==> config.mk <==
export PLATFORM = sky130hd
export DESIGN_NAME = sfes_divider
export DESIGN_NICKNAME = d
export VERILOG_FILES = /design/src/hdl/sfes_pkg.sv /design/src/hdl/sfes_divider.sv
export SDC_FILE = /design/constraint.sdc
export NUM_CORES = 1
export LEC_CHECK = 0
export BUFFER_PORTS_ARGS = -buffer_cell sky130_fd_sc_hd__buf_2
export CAP_MARGIN = 20
export CORE_ASPECT_RATIO = 0.5
export CORE_UTILIZATION = 45
export DETAILED_ROUTE_END_ITERATION = 8
export PLACE_DENSITY = 0.64
export SLEW_MARGIN = 25
export SYNTH_ARGS = -nofsm -noshare
export SYNTH_HDL_FRONTEND = slang
export SYNTH_SLANG_ARGS = --single-unit
==> constraint.sdc <==
create_clock -name clk_i -period 3 [get_ports clk_i]
set_input_delay 0.6 -clock clk_i [delete_from_list [all_inputs] [get_ports clk_i]]
set_output_delay 0.6 -clock clk_i [all_outputs]
set_load 0.1 [all_outputs]
==> src/hdl/sfes_pkg.sv <==
`timescale 1ns / 1ps
// ----------------------------------------------------------------------------
// Sine fit error scorer package
// Shared widths, command codes, register indexes and the sine table.
// ----------------------------------------------------------------------------
package sfes_pkg;

  localparam int MaxSamples    = 8192;
  localparam int AddrW         = $clog2(MaxSamples);
  localparam int CountW        = AddrW + 1;
  localparam int SineTableBits = 10;
  localparam int TabSize       = 1 << SineTableBits;
  localparam int QuarterBits   = SineTableBits - 2;
  localparam int QuarterSize   = 1 << QuarterBits;
  localparam int EnergyW       = 48;
  localparam int ErrW          = 64;
  localparam int CfgIdxW       = 2;
  localparam int CfgDataW      = 32;

  localparam logic [1:0] CmdClear  = 2'd0;
  localparam logic [1:0] CmdAppend = 2'd1;
  localparam logic [1:0] CmdScore  = 2'd2;

  localparam logic [CfgIdxW-1:0] RegAmplitude = 2'd0;
  localparam logic [CfgIdxW-1:0] RegOmegaMin  = 2'd1;
  localparam logic [CfgIdxW-1:0] RegOmegaSpan = 2'd2;
  localparam logic [CfgIdxW-1:0] RegPhaseMax  = 2'd3;

  localparam logic [63:0] C1 = 64'd1686629713;
  localparam logic [63:0] C3 = 64'd693598668;
  localparam logic [63:0] C5 = 64'd85569300;
  localparam logic [63:0] C7 = 64'd5026990;
  localparam logic [63:0] C9 = 64'd172272;

  typedef struct packed {
    logic [15:0] amplitude;
    logic [31:0] omega_min_step;
    logic [31:0] omega_span_step;
    logic [16:0] phase_max;
  } cfg_t;

  function automatic logic [15:0] quarter_sine(input logic [63:0] x);
    logic [63:0] x2;
    logic [63:0] p;
    x2 = (x * x) >> 30;
    p  = C9;
    p  = C7 - ((p * x2) >> 30);
    p  = C5 - ((p * x2) >> 30);
    p  = C3 - ((p * x2) >> 30);
    p  = C1 - ((p * x2) >> 30);
    p  = (p * x) >> 30;
    p  = (p + 64'd16384) >> 15;
    if (p > 64'd32767) begin
      p = 64'd32767;
    end
    return p[15:0];
  endfunction

  function automatic logic [QuarterSize*16-1:0] build_quarter_tab();
    logic [QuarterSize*16-1:0] t;
    t = '0;
    for (int i = 0; i < QuarterSize; i++) begin
      t[i*16 +: 16] = quarter_sine(64'(i) << (30 - QuarterBits));
    end
    return t;
  endfunction

  // Quarter wave table; the peak of the quarter is kept apart.
  localparam logic [QuarterSize*16-1:0] QuarterTab  = build_quarter_tab();
  localparam logic [15:0]               QuarterPeak = quarter_sine(64'd1 << 30);

  function automatic logic signed [15:0] sine_entry(input logic [SineTableBits-1:0] i);
    logic [1:0] q;
    logic [QuarterBits:0] r;
    logic [QuarterBits:0] rr;
    logic [15:0] v;
    q  = i[SineTableBits-1 -: 2];
    r  = {1'b0, i[QuarterBits-1:0]};
    rr = q[0] ? ((QuarterBits+1)'(QuarterSize) - r) : r;
    v  = rr[QuarterBits] ? QuarterPeak : QuarterTab[rr[QuarterBits-1:0]*16 +: 16];
    return q[1] ? -$signed(v) : $signed(v);
  endfunction

endpackage

==> src/hdl/sfes_divider.sv <==
`timescale 1ns / 1ps
// ----------------------------------------------------------------------------
// Sine fit error scorer divider
// Restoring divider, one quotient bit per cycle, Q16.16 saturating result.
// ----------------------------------------------------------------------------
module sfes_divider (
  input  logic                         clk_i,
  input  logic                         rst_ni,
  input  logic                         start_i,
  input  logic [sfes_pkg::ErrW-1:0]    num_i,
  input  logic [sfes_pkg::EnergyW-1:0] den_i,
  output logic                         done_o,
  output logic [31:0]                  quot_o
);

  // Numerator is err << 16 (80 bits); quotient saturates above 32 bits.
  localparam int NumW = sfes_pkg::ErrW + 16;
  localparam int CntW = $clog2(NumW + 1);

  logic [NumW-1:0]                num_q, num_d;
  logic [sfes_pkg::EnergyW:0]     rem_q, rem_d;
  logic [sfes_pkg::EnergyW-1:0]   den_q, den_d;
  logic [32:0]                    quot_q, quot_d;
  logic [CntW-1:0]                cnt_q, cnt_d;
  logic                           busy_q, busy_d;
  logic                           done_q, done_d;
  logic [sfes_pkg::EnergyW:0]     trial;
  logic [sfes_pkg::EnergyW+1:0]   diff;

  always_comb begin
    num_d  = num_q;
    rem_d  = rem_q;
    den_d  = den_q;
    quot_d = quot_q;
    cnt_d  = cnt_q;
    busy_d = busy_q;
    done_d = 1'b0;
    trial  = {rem_q[sfes_pkg::EnergyW-1:0], num_q[NumW-1]};
    diff   = {1'b0, trial} - {2'b00, den_q};
    if (start_i) begin
      num_d  = {num_i, 16'd0};
      rem_d  = '0;
      den_d  = den_i;
      quot_d = '0;
      cnt_d  = CntW'(NumW);
      busy_d = 1'b1;
    end else if (busy_q) begin
      num_d = {num_q[NumW-2:0], 1'b0};
      if (!diff[sfes_pkg::EnergyW+1]) begin
        rem_d  = diff[sfes_pkg::EnergyW:0];
        quot_d = {quot_q[31:0], 1'b1} | {quot_q[32], 32'd0};
      end else begin
        rem_d  = trial;
        quot_d = {quot_q[31:0], 1'b0} | {quot_q[32], 32'd0};
      end
      cnt_d = cnt_q - 1'b1;
      if (cnt_q == CntW'(1)) begin
        busy_d = 1'b0;
        done_d = 1'b1;
      end
    end
  end

  // Bit 32 sticks once any quotient bit shifts past the 32-bit range.
  always_ff @(posedge clk_i or negedge rst_ni) begin
    if (!rst_ni) begin
      busy_q <= 1'b0;
      done_q <= 1'b0;
      cnt_q  <= '0;
    end else begin
      busy_q <= busy_d;
      done_q <= done_d;
      cnt_q  <= cnt_d;
    end
  end

  always_ff @(posedge clk_i) begin
    num_q  <= num_d;
    rem_q  <= rem_d;
    den_q  <= den_d;
    quot_q <= quot_d;
  end

  assign done_o = done_q;
  assign quot_o = quot_q[32] ? 32'hFFFF_FFFF : quot_q[31:0];

`ifndef NO_ASSERTIONS
  a_done_after_busy: assert property (@(posedge clk_i) disable iff (!rst_ni)
    done_q |-> !busy_q) else $error("divider done while busy");
  a_no_start_busy: assert property (@(posedge clk_i) disable iff (!rst_ni)
    busy_q |-> !start_i) else $error("divider restarted while busy");
  a_done_pulse: assert property (@(posedge clk_i) disable iff (!rst_ni)
    done_q |=> !done_q) else $error("divider done longer than one cycle");
`endif

endmodule

After elaboration in Yosys (flattened, before gate mapping)
Index checks and enable logic that the tools add are counted.
Storage, ports and cells
  input bits: 115
  output and inout port bits: 33
  register bits: 202
Operators by class
  bitwise logic cells: 2
  $add $sub $neg: 2
  equal/unequal tests: 1
  multiplexer cells: 13
  reduce and logical (&&, ||, !) cells: 1
Operator list (count)
  $mux W80: 2
  $or A33 B33 Y33: 2
  $sub A49 B48 Y50: 1
  $mux W48: 1
  $mux W33: 1
  $mux W32: 1
  $mux W7: 2
  $eq A7 B1 Y1 const B: 1
  $sub A7 B1 Y7 const B: 1
  $mux W1: 6
  $reduce_bool A2 Y1: 1

Depth between registers and ports, before layout
Gate-level depths: netlist of the first run.
  word-level depth: 4
  depth in mapped cells: 15
  gate-level depth less buffers: 14

Least setup slack after synthesis of the first run
OpenSTA, ideal clock, no wires.
  path type: register -> register
  start point: register num_q[79]
  end point: register rem_q[42] (netlist bit)
  stages on the path, launching flop included: 15
  clock period less this slack: 2991 ps
  required time: 2919 ps
  arrival: 2911 ps
  slack: 9 ps
  cells stage by stage: edfxtp_1 inv_1 ha_1 fa_1 nand2b_1 a21oi_1 o2111ai_1 a21oi_1 o2111ai_1 o211ai_1 a21oi_1 o31ai_1 o211ai_1 a211o_1 a41oi_1
Between the ends
  longest elaborated chain between the ends: 2
RTL lines
  start: declaration: RTL line sfes_divider.sv:20  | logic [NumW-1:0] num_q, num_d;
  start signal: assignment: RTL line sfes_divider.sv:78  | num_q <= num_d;
  $sub A49 B48 Y50: RTL line sfes_divider.sv:39  | diff = {1'b0, trial} - {2'b00, den_q};
  $mux W48: RTL line sfes_divider.sv:49  | if (!diff[sfes_pkg::EnergyW+1]) begin
  end signal: assignment: RTL line sfes_divider.sv:79  | rem_q <= rem_d;
  end: declaration: RTL line sfes_divider.sv:21  | logic [sfes_pkg::EnergyW:0] rem_q, rem_d;
Every way passes these cells.
A chain may end at the register's enable or synchronous reset.

Worst setup path in the final report of the first run
  start point: register den_q[0] (netlist bit)
  end point: register rem_q[42] (netlist bit)
Between the ends
  longest elaborated chain between the ends: 2
RTL lines
  start: declaration: RTL line sfes_divider.sv:22  | logic [sfes_pkg::EnergyW-1:0] den_q, den_d;
  start signal: assignment: RTL line sfes_divider.sv:80  | den_q <= den_d;
  $sub A49 B48 Y50: RTL line sfes_divider.sv:39
  $mux W48: RTL line sfes_divider.sv:49
Every way passes these cells.

==> results of run 1 <==
[flip-flops by register name, summed over array words and instances, names as in the netlist]
| register | cells |
|---|---|
| cnt_q | 7 |
| done_o | 1 |
| den_q | 48 |
| num_q | 64 |
| quot_q | 33 |
| rem_q | 48 |
| busy_q | 1 |
[routing by layer]
| layer | up-vias | share of wire (%) | track usage [%] | wire length [um] |
|---|---|---|---|---|
| li1 | 4262 | - | - | - |
| met1 | 4082 | 47 | 28.19 | 11930 |
| met2 | 180 | 46 | 33.46 | 11870 |
| met3 | 33 | 5.4 | 4.592 | 1371 |
| met4 | 0 | 1.5 | 4.336 | 382 |
| met5 | - | 0 | 0 | 0 |
[power breakdown]
part / internal, W / total (W) / switching (W) / leakage, nW
clock network: 0.00143 / 0.00248 / 0.00106 / 0.316
registers: 0.00341 / 0.00372 / 0.000306 / 1.91
logic: 0.00338 / 0.00680 / 0.00342 / 4.51
total: 0.00822 / 0.0130 / 0.00478 / 6.73
[logic make-up after synthesis]
kind of cell	synth area share (%)
multiplexers	10.66
buffers and inverters	4.626
XOR/XNOR	3.814
AND/OR/NAND/NOR	11.94
flip-flops	48.28
AO/OA/AOI/OAI	14.70
adder cells (fa/ha/maj)	5.983
[layout make-up]
type	count	area, sq um
Clock inverter	7	66.31
Tap cell	307	384.1
Clock buffer	29	575.6
Multi-Input combinational cell	718	5746
Inverter	65	244.0
Fill cell	1904	8766
Timing Repair Buffer	293	2183
Sequential cell	202	5214
[cell usage in the layout (no fill, tap or decap), drive strengths merged, types with 4 or more instances in the layout]
| cell type | netlist | layout |
|---|---|---|
| nor3 | 12 | 12 |
| inv | 65 | 65 |
| o21bai | 17 | 17 |
| nor2b | 4 | 4 |
| dfrtp | 9 | 9 |
| o21ai | 25 | 25 |
| or2 | 34 | 34 |
| xnor2 | 30 | 30 |
| clkinv | 0 | 6 |
| edfxtp | 112 | 112 |
| nand3 | 5 | 5 |
| a221oi | 4 | 4 |
| nand2 | 46 | 46 |
| dfxtp | 81 | 81 |
| a211oi | 44 | 44 |
| nor4 | 4 | 4 |
| xor2 | 17 | 17 |
| clkbuf | 38 | 31 |
| mux2i | 44 | 44 |
| nor2 | 130 | 130 |
| ha | 50 | 50 |
| nand2b | 7 | 7 |
| nor3b | 5 | 5 |
| and3 | 4 | 4 |
| nand4 | 10 | 10 |
| a41oi | 4 | 4 |
| a21o | 28 | 28 |
| o211ai | 5 | 5 |
| a21oi | 81 | 81 |
| a31oi | 5 | 5 |
| buf | 21 | 290 |
| mux2 | 63 | 63 |
[timing repair]
action / 4_1_cts / 5_1_grt
hold endpoints to repair: 9 / 0
gates resized for setup: 114 / 55
endpoints found under the setup margin: 47 / 48
pin swaps: 69 / 45
hold buffers: 1 / 0
cloned: 8 / 2
buffers inserted: 21 / 2
[through the flow]
step	area (sq um)	std cells	hold slack, ns	setup slack (ns)	utilization (%)
floorplan	10790	1044	0.3044	0.008750	-
global placement	12630	1557	0.4559	-0.2038	54.51
detailed placement	12630	1557	0.4623	-0.2649	54.51
CTS	14120	1618	0.2296	-0.1485	60.94
global route	14410	1621	0.2327	-0.3085	62.18
finish	14410	1621	0.2544	-0.1794	62.18
[path summary, 6_finish.rpt]
path / start / end / cells past startpoint
worst max-delay path: den_q[0]$_DFFE_PP_ / rem_q[42]$_SDFFE_PP0P_ / 14
worst min-delay path: den_i[26] / den_q[26]$_DFFE_PP_ / 1
worst max register to register: den_q[0]$_DFFE_PP_ / rem_q[42]$_SDFFE_PP0P_ / 14
worst min register to register: rem_q[47]$_SDFFE_PP0P_ / rem_q[47]$_SDFFE_PP0P_ / 2
max in group asynchronous: rst_ni / busy_q$_DFF_PN0_ / 2
min in group asynchronous: rst_ni / cnt_q[4]$_DFFE_PN0P_ / 2
==> results.json, run 1 <==
{
  "status": "finished, violations left",
  "violations": "setup timing",
  "yosysTopAreaCellShare_pct": 31.17,
  "slew_viol_final": 0,
  "yosys-top-cells-count": "130 x nor2_1, 112 x edfxtp_1, 81 x dfxtp_1",
  "setup_ws_ns": -0.1794,
  "cts_max_level": 1,
  "drc": 0,
  "drive_above_1_share_pct": 40.26,
  "critPathBufInv": 1,
  "die_w_um": 221.0,
  "path_class": "reg -> reg",
  "hold_path.class": "in -> reg",
  "cp.required_ns": 3.43,
  "clock.fmax_mhz": 314.5,
  "rsz0062_at_grt": "yes",
  "setup.worst_path.end_class": "flop",
  "dp_hpwl_um": 16680,
  "synth_area_sq_um": 10790,
  "die-area_sq_um": 24640,
  "ant_nets": 0,
  "post_drt_wl_per_cell_um": 15.76,
  "die_h_um": 111.5,
  "ys.flop_type": "edfxtp_1",
  "finalHoldViolCount": 0,
  "area_growth_pct": 33.55,
  "antenna_found_initial": 1,
  "core_area_sq_um": 23180,
  "cp_slowest_cell": "edfxtp_1",
  "grt_max_degree": 102,
  "max-vdd-ir-drop_uv": 492.5,
  "row_count": 39,
  "io_pins": 148,
  "cts_tree": "yes",
  "setup_viol": 26,
  "yosys_register_bits": 202,
  "routabilityCongestion": 0.8739,
  "clock-skew-final_ns": 0.02886,
  "critPathMaxFanout": 3,
  "slowest_delay_ns": 0.41,
  "synth.distinct_cells": 61,
  "drv_cap": 0,
  "drt-pass1-iter-count": 5,
  "powerDensity_nw_per_um2": 902.0,
  "synth-async-reset-ratio_pct": 4.455,
  "clk_latency_ns": 0.52,
  "cts_buffer_depth": 3,
  "synth_nets": 1210,
  "period_needed_ns": 3.179,
  "finalNetCount": 1466,
  "yosys.area.top_type": "edfxtp_1",
  "grt-ovfl-total": 0,
  "synth_area_leaders": "edfxtp_1 31%, dfxtp_1 15%, mux2_2 6.6%",
  "worst-slew-pin-transition_ns": 0.7971,
  "crit_chain": "ha_4 > fa_2 > nand2b_4 > a21oi_4 > o2111ai_4 > a21oi_2 > o2111ai_2 > o211ai_1 > a21oi_2 > o31ai_1 > buf_4 > o211ai_1 > a211o_1 > a41oi_2",
  "cp.arrival_ns": 3.61,
  "crit_family": "compound AO/OA/AOI/OAI gates",
  "synth_most_common_cell": "nor2_1",
  "synth_edf_count": 112,
  "yosysWarnings": 0,
  "grt_pass1_wl_um": 42070,
  "final.period_utilization_pct": 106.0,
  "finalSetupTns_ns": -1.160,
  "drt_iter0_drc": 427,
  "synth_seq_area_share_pct": 48.28,
  "n_antenna_cell": 0,
  "power_w": 0.01300,
  "grt_pass1_vias": 8599,
  "track_usage_pct": 20.57,
  "portBuffers": 147,
  "p_leak_nw": 6.734,
  "synth.avg_cell_area_sq_um": 10.34,
  "initial_core_util_pct": 46.56,
  "clkTransAtPathRegs_ns": 0.07,
  "syn_inst": 1044,
  "numClockSinks": 202,
  "vias_per_cell": 5.279,
  "vias": 8557,
  "r2r_slack_ns": -0.18,
  "start_kind": "flop",
  "wl_um": 25560,
  "relSlewSlack_pct": 46.86,
  "cts_root_buf": "clkbuf_16",
  "numCtsBuffers": 20
}
(Power assumes the default switching activity.)
==> run 2: changes to the inputs <==
==> constraint.sdc (replaced) <==
create_clock -name clk_i -period 3 [get_ports clk_i]
set_input_delay 0.15 -clock clk_i [delete_from_list [all_inputs] [get_ports clk_i]]
set_output_delay 0.15 -clock clk_i [all_outputs]
set_load 0.1 [all_outputs]
==> results.json, run 2 (synthesized netlist as in run 1, its figures left out) <==
{
  "power_w": 0.01274,
  "antenna_found_initial": 1,
  "area_growth_pct": 42.05,
  "clock.fmax_mhz": 319.7,
  "p_leak_nw": 7.183,
  "fin_area_sq_um": 15330,
  "die_w_um": 221.0,
  "start_kind": "flop",
  "status": "finished, violations left",
  "r2r-start": "den_q[1]$_DFFE_PP_",
  "track_usage_pct": 21.95,
  "cp.required_ns": 3.36,
  "drv_cap": 0,
  "period_needed_ns": 3.128,
  "die-area_sq_um": 24640,
  "initial_core_util_pct": 46.56,
  "grt_pass1_wl_um": 44900,
  "cts_max_level": 1,
  "routabilityCongestion": 0.8972,
  "crit_chain": "inv_1 > ha_1 > nor2b_4 > o2111ai_2 > a211oi_2 > o211ai_1 > buf_4 > buf_6 > nand2_4 > a21oi_4 > o41ai_4 > buf_4 > a21boi_4 > buf_6 > buf_16 > mux2i_2 > a211oi_2",
  "fin_cells": 1740,
  "numCtsBuffers": 20,
  "violations": "setup timing",
  "cts_root_buf": "clkbuf_16",
  "portBuffers": 147,
  "hold_path.class": "in -> async",
  "wl_um": 27890,
  "die_h_um": 111.5,
  "top_register": "num_q",
  "cts_tree": "yes",
  "worst-slew-pin-transition_ns": 0.8244,
  "powerDensity_nw_per_um2": 831.2,
  "drc": 0,
  "clkTransAtPathRegs_ns": 0.07,
  "vias_per_cell": 5.229,
  "finalSetupTns_ns": -2.968,
  "postPlaceCellArea_sq_um": 12680,
  "post_drt_wl_per_cell_um": 16.03,
  "final.period_utilization_pct": 104.3,
  "numClockSinks": 202,
  "critPathMaxFanout": 7,
  "grt_max_degree": 67,
  "finalNetCount": 1584,
  "grt-ovfl-total": 0,
  "core_area_sq_um": 23180,
  "setup.worst_path.end_class": "flop",
  "clk_latency_ns": 0.50,
  "cp.arrival_ns": 3.48,
  "crit_family": "compound AO/OA/AOI/OAI gates",
  "cts_buffer_depth": 3,
  "rsz0062_at_grt": "yes",
  "path_class": "reg -> reg",
  "grt_pass1_vias": 9206,
  "top_regs": "num_q x64, den_q x48, rem_q x48",
  "io_pins": 148,
  "drive_above_1_share_pct": 35.41,
  "dp_hpwl_um": 17280,
  "final_common_cell": "buf_2",
  "drt-pass1-iter-count": 5,
  "ant_nets": 0,
  "drt_iter0_drc": 480,
  "dp_cells": 1563,
  "setup_viol": 43,
  "vias": 9099,
  "slowest_delay_ns": 0.39,
  "critical_path.startpoint": "den_q[1]$_DFFE_PP_",
  "max-vdd-ir-drop_uv": 399.7,
  "cp_slowest_cell": "edfxtp_1",
  "largest_reg_flops": 64,
  "setup_ws_ns": -0.1275,
  "final_cell_mix": "146 x buf_2, 132 x buf_4, 123 x nor2_1",
  "critPathBufInv": 6,
  "slew_viol_final": 0,
  "finalHoldViolCount": 0,
  "relSlewSlack_pct": 44.96,
  "row_count": 39,
  "clock-skew-final_ns": 0.01231
}
## run 2: cell types whose count changed in the layout (fill, tap and decap cells not counted), sizes merged
| cell | delta |
|---|---|
| inv | +2 |
| clkinv | -3 |
| dlygate4sd3 | +113 |
| buf | +3 |
| clkbuf | +1 |
| diode | +1 |
| a21boi | +1 |
| bufinv | +1 |
## run 2: worst paths after layout
kind	to	slack, ns	depth (start not counted)
max in group asynchronous	busy_q$_DFF_PN0_	2.77	2
max	rem_q[45]$_SDFFE_PP0P_	-0.13	17
min	cnt_q[5]$_DFFE_PN0P_	0.03	2
max reg2reg	rem_q[45]$_SDFFE_PP0P_	-0.13	17
min in group clk_i	den_q[10]$_DFFE_PP_	0.36	2
min reg2reg	rem_q[47]$_SDFFE_PP0P_	0.48	2
## run 2: power breakdown
part	switching (W)	internal [W]
Clock	0.00110	0.00159
Sequential	0.000329	0.00341
Combinational	0.00310	0.00321
## run 2: area by class of cell
| class | count | area [sq um] |
|---|---|---|
| multi-input cells | 719 | 5569 |
| well taps | 307 | 384.1 |
| repair buffers | 410 | 3217 |
| fillers | 1803 | 7849 |
| inverters | 65 | 244.0 |
| clock inverters | 7 | 92.59 |
| flip-flops and latches | 202 | 5214 |
| diodes | 1 | 2.502 |
| clock buffers | 29 | 606.8 |
## run 2: routing by layer
| layer | share of wire [%] | vias to the layer above | global-route usage, % |
|---|---|---|---|
| li1 | - | 4504 | - |
| met3 | 4.4 | 56 | 3.774 |
| met5 | 0 | - | 0 |
| met2 | 46 | 209 | 37.53 |
| met1 | 47 | 4330 | 29.03 |
| met4 | 2.4 | 0 | 5.455 |
## run 2: per-stage QoR
step / setup WS [ns] / hold WS (ns) / utilization, %
finish: -0.1275 / 0.02752 / 66.14
detailed placement: -0.3378 / 0.01531 / 54.70
CTS: -0.04871 / 0.01785 / 64.61
global placement: -0.1967 / 0.01195 / 54.70
floorplan: 0.008750 / -0.1456 / -
global route: -0.2991 / 0.03523 / 66.14
## run 2: timing repair
action	4_1_cts	5_1_grt
pin swaps	22	32
gates cloned	3	5
endpoints found under the setup margin	47	48
hold buffers	114	0
gates resized for setup	54	48
setup buffers	14	5
hold endpoints to repair	122	0
